[src/rtl/absolute_tape_block_loader_top_macros.svh]
// assertion macros shared by the tape loader rtl
// expects clk_i and rst_ni in the including module
`ifndef ABSOLUTE_TAPE_BLOCK_LOADER_TOP_MACROS_SVH
`define ABSOLUTE_TAPE_BLOCK_LOADER_TOP_MACROS_SVH

// same-cycle implication
`define ATBL_ASSERT_IMP(lbl, ante, cons, msg) \
  lbl: assert property (@(posedge clk_i) disable iff (!rst_ni) (ante) |-> (cons)) \
    else $error(msg);

// next-cycle implication
`define ATBL_ASSERT_NXT(lbl, ante, cons, msg) \
  lbl: assert property (@(posedge clk_i) disable iff (!rst_ni) (ante) |=> (cons)) \
    else $error(msg);

`endif

[src/rtl/atbl_pkg.sv]
// types and constants of the tape block loader
// no dependencies
`default_nettype none

package atbl_pkg;

  localparam int unsigned AddrBits = 16;
  localparam logic [16:0] AddrSpace = 17'(1 << AddrBits);
  localparam logic [15:0] HeaderBytes = 16'd6;
  localparam logic [16:0] LimitReset = 17'd57344;
  localparam logic [2:0] RegLimitAddr = 3'd0;

  typedef enum logic [1:0] {
    KIND_WRITE = 2'd0,
    KIND_DONE  = 2'd1,
    KIND_ERROR = 2'd2
  } kind_e;

  typedef enum logic [2:0] {
    ERR_NONE      = 3'd0,
    ERR_SIGNATURE = 3'd1,
    ERR_SHORT_LEN = 3'd2,
    ERR_RANGE     = 3'd3,
    ERR_CHECKSUM  = 3'd4,
    ERR_TRUNCATED = 3'd5
  } err_e;

  typedef enum logic {
    CMD_BYTE = 1'b0,
    CMD_END  = 1'b1
  } cmd_e;

  typedef struct packed {
    logic       command;
    logic [7:0] tape_byte;
  } item_t;

  typedef struct packed {
    logic [1:0]  result_kind;
    logic [15:0] write_address;
    logic [7:0]  write_data;
    logic [15:0] exec_address;
    logic        exec_found;
    logic        halt_requested;
    logic [2:0]  error_code;
  } res_t;

endpackage

`default_nettype wire

[src/rtl/absolute_tape_block_loader_top.sv]
// Absolute-format tape block loader. Takes one tape transaction per cycle
// (a tape byte or an end-of-tape mark) and returns at most one result per
// transaction: a memory write, a clean finish with the exec address, or a
// sticky error. Results are registered as their input is taken; a
// two-entry output buffer keeps input flowing at one transaction per cycle
// while the consumer keeps up, and input stalls only when both entries wait.
// The memory limit register sits at APB address 0 and resets to 57344.
// depends on atbl_pkg, atbl_parser and atbl_skid
`default_nettype none

module absolute_tape_block_loader_top (
  input  wire logic            clk_i,
  input  wire logic            rst_ni,
  input  wire logic            in_valid_i,
  output logic                 in_ready_o,
  input  wire atbl_pkg::item_t in_data_i,
  output logic                 out_valid_o,
  input  wire logic            out_ready_i,
  output atbl_pkg::res_t       out_data_o,
  input  wire logic            psel,
  input  wire logic            penable,
  input  wire logic            pwrite,
  input  wire logic [2:0]      paddr,
  input  wire logic [31:0]     pwdata,
  output logic [31:0]          prdata,
  output logic                 pready
);

  logic [16:0]    limit_q;
  logic           space;
  logic           res_valid;
  atbl_pkg::res_t res;
  logic           reg_sel;

  assign pready     = 1'b1;
  assign reg_sel    = paddr == atbl_pkg::RegLimitAddr;
  assign prdata     = reg_sel ? {15'd0, limit_q} : 32'd0;
  assign in_ready_o = space;

  always_ff @(posedge clk_i or negedge rst_ni) begin
    if (!rst_ni) begin
      limit_q <= atbl_pkg::LimitReset;
    end else if (psel && penable && pwrite && pready && reg_sel) begin
      limit_q <= pwdata[16:0];
    end
  end

  atbl_parser u_parser (
    .clk_i       (clk_i),
    .rst_ni      (rst_ni),
    .in_valid_i  (in_valid_i),
    .in_ready_i  (space),
    .item_i      (in_data_i),
    .limit_i     (limit_q),
    .res_valid_o (res_valid),
    .res_o       (res)
  );

  atbl_skid u_skid (
    .clk_i       (clk_i),
    .rst_ni      (rst_ni),
    .push_i      (res_valid & in_valid_i & space),
    .data_i      (res),
    .space_o     (space),
    .out_valid_o (out_valid_o),
    .out_ready_i (out_ready_i),
    .out_data_o  (out_data_o)
  );

endmodule

`default_nettype wire

[src/rtl/atbl_parser.sv]
// block parser: header, data, checksum and end-of-tape handling
// depends on atbl_pkg and the assertion macro header
`default_nettype none

`include "absolute_tape_block_loader_top_macros.svh"

module atbl_parser (
  input  wire logic             clk_i,
  input  wire logic             rst_ni,
  input  wire logic             in_valid_i,
  input  wire logic             in_ready_i,
  input  wire atbl_pkg::item_t  item_i,
  input  wire logic [16:0]      limit_i,
  output logic                  res_valid_o,
  output atbl_pkg::res_t        res_o
);

  typedef enum logic [2:0] {
    PH_SIG1 = 3'd0,
    PH_SIG2 = 3'd1,
    PH_LEN1 = 3'd2,
    PH_LEN2 = 3'd3,
    PH_ADR1 = 3'd4,
    PH_ADR2 = 3'd5,
    PH_DATA = 3'd6,
    PH_CSUM = 3'd7
  } phase_e;

  phase_e      phase_q, phase_d;
  logic [15:0] rem_q, rem_d;
  logic [15:0] lp_q, lp_d;
  logic [15:0] exec_q, exec_d;
  logic        seen_q, seen_d;
  logic [7:0]  sum_q, sum_d;
  logic [2:0]  fault_q, fault_d;

  logic        accept;
  logic [7:0]  b;
  logic [7:0]  sum_n;
  logic [15:0] len;
  logic [15:0] addr;
  logic [15:0] rem_m1;
  logic [16:0] limit_eff;

  assign accept    = in_valid_i & in_ready_i;
  assign b         = item_i.tape_byte;
  assign sum_n     = sum_q + b;
  assign len       = {b, rem_q[7:0]};
  assign addr      = {b, lp_q[7:0]};
  assign rem_m1    = rem_q - 16'd1;
  assign limit_eff = (limit_i > atbl_pkg::AddrSpace) ? atbl_pkg::AddrSpace : limit_i;

  always_comb begin
    phase_d     = phase_q;
    rem_d       = rem_q;
    lp_d        = lp_q;
    exec_d      = exec_q;
    seen_d      = seen_q;
    sum_d       = sum_q;
    fault_d     = fault_q;
    res_valid_o = 1'b0;
    res_o       = '0;
    if (item_i.command == atbl_pkg::CMD_END) begin
      res_valid_o = 1'b1;
      if (fault_q != atbl_pkg::ERR_NONE) begin
        res_o.result_kind = atbl_pkg::KIND_ERROR;
        res_o.error_code  = fault_q;
      end else if (phase_q != PH_SIG1) begin
        fault_d           = atbl_pkg::ERR_TRUNCATED;
        res_o.result_kind = atbl_pkg::KIND_ERROR;
        res_o.error_code  = atbl_pkg::ERR_TRUNCATED;
      end else begin
        res_o.result_kind    = atbl_pkg::KIND_DONE;
        res_o.exec_found     = seen_q;
        res_o.exec_address   = seen_q ? exec_q : 16'd0;
        res_o.halt_requested = seen_q & exec_q[0];
      end
    end else if (fault_q == atbl_pkg::ERR_NONE) begin
      sum_d = sum_n;
      case (phase_q)
        PH_SIG1: begin
          if (b == 8'd1) begin
            phase_d = PH_SIG2;
          end else if (b != 8'd0) begin
            fault_d = atbl_pkg::ERR_SIGNATURE;
          end
        end
        PH_SIG2: begin
          if (b != 8'd0) begin
            fault_d = atbl_pkg::ERR_SIGNATURE;
          end else begin
            phase_d = PH_LEN1;
          end
        end
        PH_LEN1: begin
          rem_d   = {8'd0, b};
          phase_d = PH_LEN2;
        end
        PH_LEN2: begin
          if (len < atbl_pkg::HeaderBytes) begin
            rem_d   = len;
            fault_d = atbl_pkg::ERR_SHORT_LEN;
          end else begin
            rem_d   = len - atbl_pkg::HeaderBytes;
            phase_d = PH_ADR1;
          end
        end
        PH_ADR1: begin
          lp_d    = {8'd0, b};
          phase_d = PH_ADR2;
        end
        PH_ADR2: begin
          if (rem_q == 16'd0) begin
            exec_d  = addr;
            seen_d  = 1'b1;
            lp_d    = 16'd0;
            phase_d = PH_CSUM;
          end else begin
            lp_d    = addr;
            phase_d = PH_DATA;
          end
        end
        PH_DATA: begin
          if ({1'b0, lp_q} >= limit_eff) begin
            fault_d = atbl_pkg::ERR_RANGE;
          end else begin
            res_o.result_kind   = atbl_pkg::KIND_WRITE;
            res_o.write_address = lp_q;
            res_o.write_data    = b;
            lp_d                = lp_q + 16'd1;
            rem_d               = rem_m1;
            if (rem_m1 == 16'd0) begin
              phase_d = PH_CSUM;
            end
          end
          res_valid_o = 1'b1;
        end
        PH_CSUM: begin
          if (sum_n != 8'd0) begin
            fault_d = atbl_pkg::ERR_CHECKSUM;
          end else begin
            rem_d   = 16'd0;
            lp_d    = 16'd0;
            sum_d   = 8'd0;
            phase_d = PH_SIG1;
          end
        end
        default: begin
          phase_d = PH_SIG1;
        end
      endcase
      if (fault_d != atbl_pkg::ERR_NONE) begin
        res_valid_o       = 1'b1;
        res_o             = '0;
        res_o.result_kind = atbl_pkg::KIND_ERROR;
        res_o.error_code  = fault_d;
      end
    end
  end

  always_ff @(posedge clk_i or negedge rst_ni) begin
    if (!rst_ni) begin
      phase_q <= PH_SIG1;
      rem_q   <= 16'd0;
      lp_q    <= 16'd0;
      exec_q  <= 16'd0;
      seen_q  <= 1'b0;
      sum_q   <= 8'd0;
      fault_q <= atbl_pkg::ERR_NONE;
    end else if (accept) begin
      phase_q <= phase_d;
      rem_q   <= rem_d;
      lp_q    <= lp_d;
      exec_q  <= exec_d;
      seen_q  <= seen_d;
      sum_q   <= sum_d;
      fault_q <= fault_d;
    end
  end

  `ATBL_ASSERT_NXT(a_fault_sticky, fault_q != atbl_pkg::ERR_NONE, fault_q == $past(fault_q), "fault code changed after a fault")
  `ATBL_ASSERT_IMP(a_data_nonempty, phase_q == PH_DATA && fault_q == atbl_pkg::ERR_NONE, rem_q != 16'd0, "data phase with no bytes left")
  `ATBL_ASSERT_NXT(a_error_records, accept && res_valid_o && res_o.result_kind == atbl_pkg::KIND_ERROR, fault_q != atbl_pkg::ERR_NONE, "error result without stored fault")

endmodule

`default_nettype wire

[src/rtl/atbl_skid.sv]
// two-entry result buffer between parser and output channel
// depends on atbl_pkg and the assertion macro header
`default_nettype none

`include "absolute_tape_block_loader_top_macros.svh"

module atbl_skid (
  input  wire logic            clk_i,
  input  wire logic            rst_ni,
  input  wire logic            push_i,
  input  wire atbl_pkg::res_t  data_i,
  output logic                 space_o,
  output logic                 out_valid_o,
  input  wire logic            out_ready_i,
  output atbl_pkg::res_t       out_data_o
);

  atbl_pkg::res_t mem_q [2];
  logic           wr_ptr_q;
  logic           rd_ptr_q;
  logic [1:0]     count_q;
  logic           pop;

  assign space_o     = count_q != 2'd2;
  assign out_valid_o = count_q != 2'd0;
  assign out_data_o  = mem_q[rd_ptr_q];
  assign pop         = out_valid_o & out_ready_i;

  always_ff @(posedge clk_i) begin
    if (push_i) begin
      mem_q[wr_ptr_q] <= data_i;
    end
  end

  always_ff @(posedge clk_i or negedge rst_ni) begin
    if (!rst_ni) begin
      wr_ptr_q <= 1'b0;
      rd_ptr_q <= 1'b0;
      count_q  <= 2'd0;
    end else begin
      if (push_i) begin
        wr_ptr_q <= ~wr_ptr_q;
      end
      if (pop) begin
        rd_ptr_q <= ~rd_ptr_q;
      end
      if (push_i && !pop) begin
        count_q <= count_q + 2'd1;
      end else if (pop && !push_i) begin
        count_q <= count_q - 2'd1;
      end
    end
  end

  `ATBL_ASSERT_IMP(a_no_overflow, count_q == 2'd2, !push_i, "push into a full buffer")
  `ATBL_ASSERT_IMP(a_count_range, 1'b1, count_q != 2'd3, "buffer count out of range")
  `ATBL_ASSERT_NXT(a_out_hold, out_valid_o && !pop, $stable(out_data_o), "stalled result changed")

endmodule

`default_nettype wire
[config.mk]
export PLATFORM = sky130hd
export DESIGN_NAME = absolute_tape_block_loader_top
export DESIGN_NICKNAME = d
export VERILOG_FILES = /design/src/rtl/atbl_pkg.sv /design/src/rtl/absolute_tape_block_loader_top.sv /design/src/rtl/atbl_parser.sv /design/src/rtl/atbl_skid.sv
export VERILOG_INCLUDE_DIRS = /design/src /design/src/rtl
export SDC_FILE = /design/constraint.sdc
export NUM_CORES = 1
export LEC_CHECK = 0
export BUFFER_PORTS_ARGS = -buffer_cell sky130_fd_sc_hd__buf_2
export CAP_MARGIN = 20
export CORE_MARGIN = 2
export CORE_UTILIZATION = 51
export CTS_BUF_LIST = sky130_fd_sc_hd__clkbuf_2
export CTS_CLUSTER_SIZE = 14
export DETAILED_ROUTE_END_ITERATION = 8
export GPL_ROUTABILITY_DRIVEN = 0
export PLACE_DENSITY = 0.83
export SYNTH_ARGS = -nofsm -noshare
export SYNTH_HDL_FRONTEND = slang
export SYNTH_HIERARCHICAL = 1
export SYNTH_SLANG_ARGS = --single-unit
[constraint.sdc]
create_clock -name clk_i -period 11.8 [get_ports clk_i]
set_input_delay 1.18 -clock clk_i [delete_from_list [all_inputs] [get_ports clk_i]]
set_output_delay 1.18 -clock clk_i [all_outputs]
set_load 0.1 [all_outputs]
==> results.py <==
metrics = {
    "status": {
        "outcome": "completed",
    },
    "cts": {
        "clkTransAtPathRegs_ps": 250,
        "htreeDepth": 4,
        "ctsHoldBuffers": 0,
        "cts_repair_resize_count": 0,
        "clk_latency_ps": 750,
        "cts.sinks": 178,
        "cts_buffer_depth": 2,
        "cts_tree": "yes",
        "clockRootBuffer": "clkbuf_2",
        "post-cts-setup-buffers": 0,
        "cts_made_buffers": 17,
    },
    "yosys": {
        "synth_warnings": 6,
        "ys_seq_area_share_pct": 50.1,
        "muxShareOfSynthArea_pct": 11.2,
        "synth_top_family_by_area": "simple AND/OR/NAND/NOR gates",
        "synth_edf_count": 94,
        "ys_ff_latch": 178,
        "synth_top_flop_cell": "edfxtp_1",
        "synthAdderAreaFrac_pct": 4.66,
        "synth_compound_area_share_pct": 11.8,
        "yosys.area_share.simple_pct": 14.7,
        "syn_area_per_cell_sq_um": 11.2,
        "synth_xor_xnor_area_share_pct": 2.72,
        "synth.distinct_cells": 75,
        "syn_inst": 876,
        "syn_area_sq_um": 9840,
        "synthArstFlopShare_pct": 47.2,
    },
    "sta": {
        "fin_setup_tns_ps": 0,
        "period_share_pct": 41.2,
        "timing.fmax_ghz": 0.206,
        "report.final.slew_viol_count": 0,
        "rsz0062_at_grt": "false",
        "setup_violations": 0,
        "finClkSkew_ps": 27.5,
        "hold_viol": 0,
        "max_slew_margin_pct": 36.0,
        "period_minus_slack_ps": 4860,
        "tightest_slew_ps": 960,
    },
    "grt": {
        "grt_pass1_wl_um": 34400,
        "track_usage_pct": 21.5,
        "grt_pass1_vias": 6881,
        "overflow": 0,
        "grt_antenna_before_repair": 0,
        "grt_max_degree": 48,
    },
    "place": {
        "dp_hpwl_um": 14600,
        "numPortBuffers": 101,
    },
    "route": {
        "num_vias": 7230,
        "drtIter0Drc": 684,
        "drc_errors": 0,
        "drtAntennaViolNets": 0,
        "first_pass_iters": 6,
        "vias_per_cell": 5.90,
        "wl_um": 21700,
        "post_drt_wl_per_cell_um": 17.7,
    },
    "power_and_ir_drop": {
        "power.switching_w": 0.000947,
        "leakage_nw": 4.62,
        "internal_power_w": 0.00103,
        "switching_share_pct": 48.0,
        "seqPwrFrac_pct": 37.6,
        "combPwrFrac_pct": 45.0,
        "totalPowerFinal_w": 0.00197,
        "p_per_area_nw_per_um2": 185,
        "p_clk_share_pct": 17.4,
        "ir_drop_v": 0.000129,
    },
    "die": {
        "dieArea_sq_um": 20400,
        "core_area_sq_um": 18800,
        "initial_utilization_pct": 52.2,
        "num_rows": 50,
        "die_h_um": 143,
        "die_x_um": 143,
        "io-pin-count": 133,
    },
    "setup_path": {
        "cp.required_ps": 12200,
        "start_kind": "register",
        "slowest_delay_ps": 510,
        "cp.arrival_ps": 5260,
        "crit_path_end_kind": "register",
        "ff2ff_setup_slack_ps": 6940,
        "worst-path-max-fanout": 47,
        "path_cells": "nor4_1, nand4_1, nand2_1, nand2_1, ha_1, a211o_1, a21oi_1, o22ai_1, a211o_1, o2111ai_1, a22o_1, nor2_1, a21oi_1, and3_1, nor2b_4, buf_4",
        "slowest_stage": "buf_4",
        "crit_family": "compound AO/OA/AOI/OAI gates",
        "criticalPathCategory": "reg2reg",
        "cp.buffers_inverters": 1,
    },
    "final_layout": {
        "final_cell_mix": "100 x buf_2, 94 x edfxtp_1, 80 x dfrtp_1",
        "ff_latch_area_sq_um": 4930,
        "drive_above_1_share_pct": 26.0,
        "multiInputGateArea_sq_um": 4500,
        "area_delta_synth_final_pct": 8.68,
        "antenna_cells": 0,
        "final_common_cell": "buf_2",
        "fillers": 1547,
        "fin_nets": 1039,
    },
    "flow_run": {
        "maxCapViolCount": 0,
    },
    "hold_path": {
        "hold_path_class": "in2async",
    },
}
==> sequential cells by signal (all words and copies together), names as in the netlist <==
register / cells
u_skid/rd_ptr_q: 1
u_skid/mem_q: 94
u_parser/sum_q: 8
limit_q: 17
u_parser/rem_q: 16
u_parser/phase_q: 3
u_parser/seen_q: 1
u_parser/fault_q: 3
u_parser/lp_q: 16
u_skid/wr_ptr_q: 1
u_skid/count_q: 2
u_parser/exec_q: 16
==> power groups by stage <==
stage | registers, W | logic, W | clock network, W
after global routing | 0.000749 | 0.000920 | 0.000374
final | 0.000743 | 0.000888 | 0.000343
after global placement | 0.000752 | 0.000886 | 0
after CTS | 0.000743 | 0.000893 | 0.000350
after floorplan | 0.000746 | 0.000790 | 0
after detailed placement | 0.000756 | 0.000891 | 0
==> cells in the mapped netlist, drive strengths merged (3+ instances only) <==
cell type   n  area share, %
and2       40            2.6
xor2        9           0.80
dfstp       3           0.80
nor3       20            1.2
mux2i       4           0.41
o2111ai     3           0.27
a21o        8           0.61
clkbuf     36            1.4
edfxtp     94             29
a22o        9           0.80
nand2b      6           0.38
or2         3           0.19
xnor2      19            1.7
nor4       24            1.7
buf        32            2.6
a22oi       6           0.46
dfrtp      81             21
o31ai       5           0.38
inv        21           0.80
ha         35            4.5
a21oi      39            2.0
a211oi      5           0.43
nand3      11           0.56
nand4       7           0.45
nand2      60            2.3
mux2       84             11
nor2b       4           0.25
o211ai      3           0.23
and3       28            1.8
a32oi       3           0.27
a31oi      13           0.83
a2111oi     3           0.27
a221oi      3           0.27
nor2       58            2.2
o21ai      56            2.9
o21a        3           0.23
==> stage by stage <==
| step | setup WS, ps | area (sq um) | util, % | cells | hold slack [ps] |
|---|---|---|---|---|---|
| 6_report | 6940 | 10700 | 56.8 | 1225 | 368 |
| 5_1_grt | 6610 | 10700 | 56.8 | 1225 | 316 |
| 4_1_cts | 7020 | 10700 | 56.8 | 1225 | 306 |
| 3_5_place_dp | 6460 | 10400 | 55.3 | 1193 | 472 |
| 3_3_place_gp | 6480 | 10400 | 55.3 | 1193 | 466 |
| 2_1_floorplan | 5340 | 9890 | - | 890 | 450 |
==> worst reg2reg max path, cell delays in order, from the launching register on <==
cell	delay [ps]
dfrtp_1	470
nor4_1	410
nand4_1	140
nand2_1	350
nand2_1	120
ha_1	300
a211o_1	260
a21oi_1	130
o22ai_1	90
a211o_1	350
o2111ai_1	230
a22o_1	450
nor2_1	80
a21oi_1	160
and3_1	250
nor2b_4	160
buf_4	510
==> metal layers <==
| layer | wire length, um | GRT usage (%) |
|---|---|---|
| met5 | 0 | 0 |
| met1 | 8890 | 26.8 |
| met4 | 389 | 8.18 |
| met3 | 1370 | 4.12 |
| met2 | 11000 | 36.9 |
==> kinds of logic after synthesis <==
group / Yosys count
AO/OA/AOI/OAI: 180
XOR/XNOR: 29
adder cells (fa/ha/maj): 36
buffers and inverters: 90
flip-flops: 178
multiplexers: 88
other: 2
AND/OR/NAND/NOR: 273
==> path summary, 6_finish.rpt <==
| kind | depth (start not counted) | start | to |
|---|---|---|---|
| max in group asynchronous | 2 | rst_ni | u_skid/rd_ptr_q$_DFFE_PN0P_ |
| worst min-delay path | 1 | rst_ni | limit_q[7]$_DFFE_PN0P_ |
| worst min register to register | 2 | u_parser/sum_q[0]$_DFFE_PN0P_ | u_parser/sum_q[0]$_DFFE_PN0P_ |
| worst max register to register | 16 | limit_q[3]$_DFFE_PN0P_ | u_skid/mem_q[0][7]$_DFFE_PP_ |
| min in group clk_i | 2 | u_parser/sum_q[0]$_DFFE_PN0P_ | u_parser/sum_q[0]$_DFFE_PN0P_ |
| worst max-delay path | 16 | limit_q[3]$_DFFE_PN0P_ | u_skid/mem_q[0][7]$_DFFE_PP_ |
==> layout make-up <==
| cell class | instances | area share (%) |
|---|---|---|
| sequential | 178 | 46.1 |
| multi-input combinational | 622 | 42.1 |
| timing repair buffer | 111 | 5.45 |
| tap | 260 | 3.04 |
| clock inverter | 13 | 1.63 |
| clock buffer | 19 | 0.890 |
| inverter | 22 | 0.773 |
No activity file was read; power rests on OpenSTA's default activity.
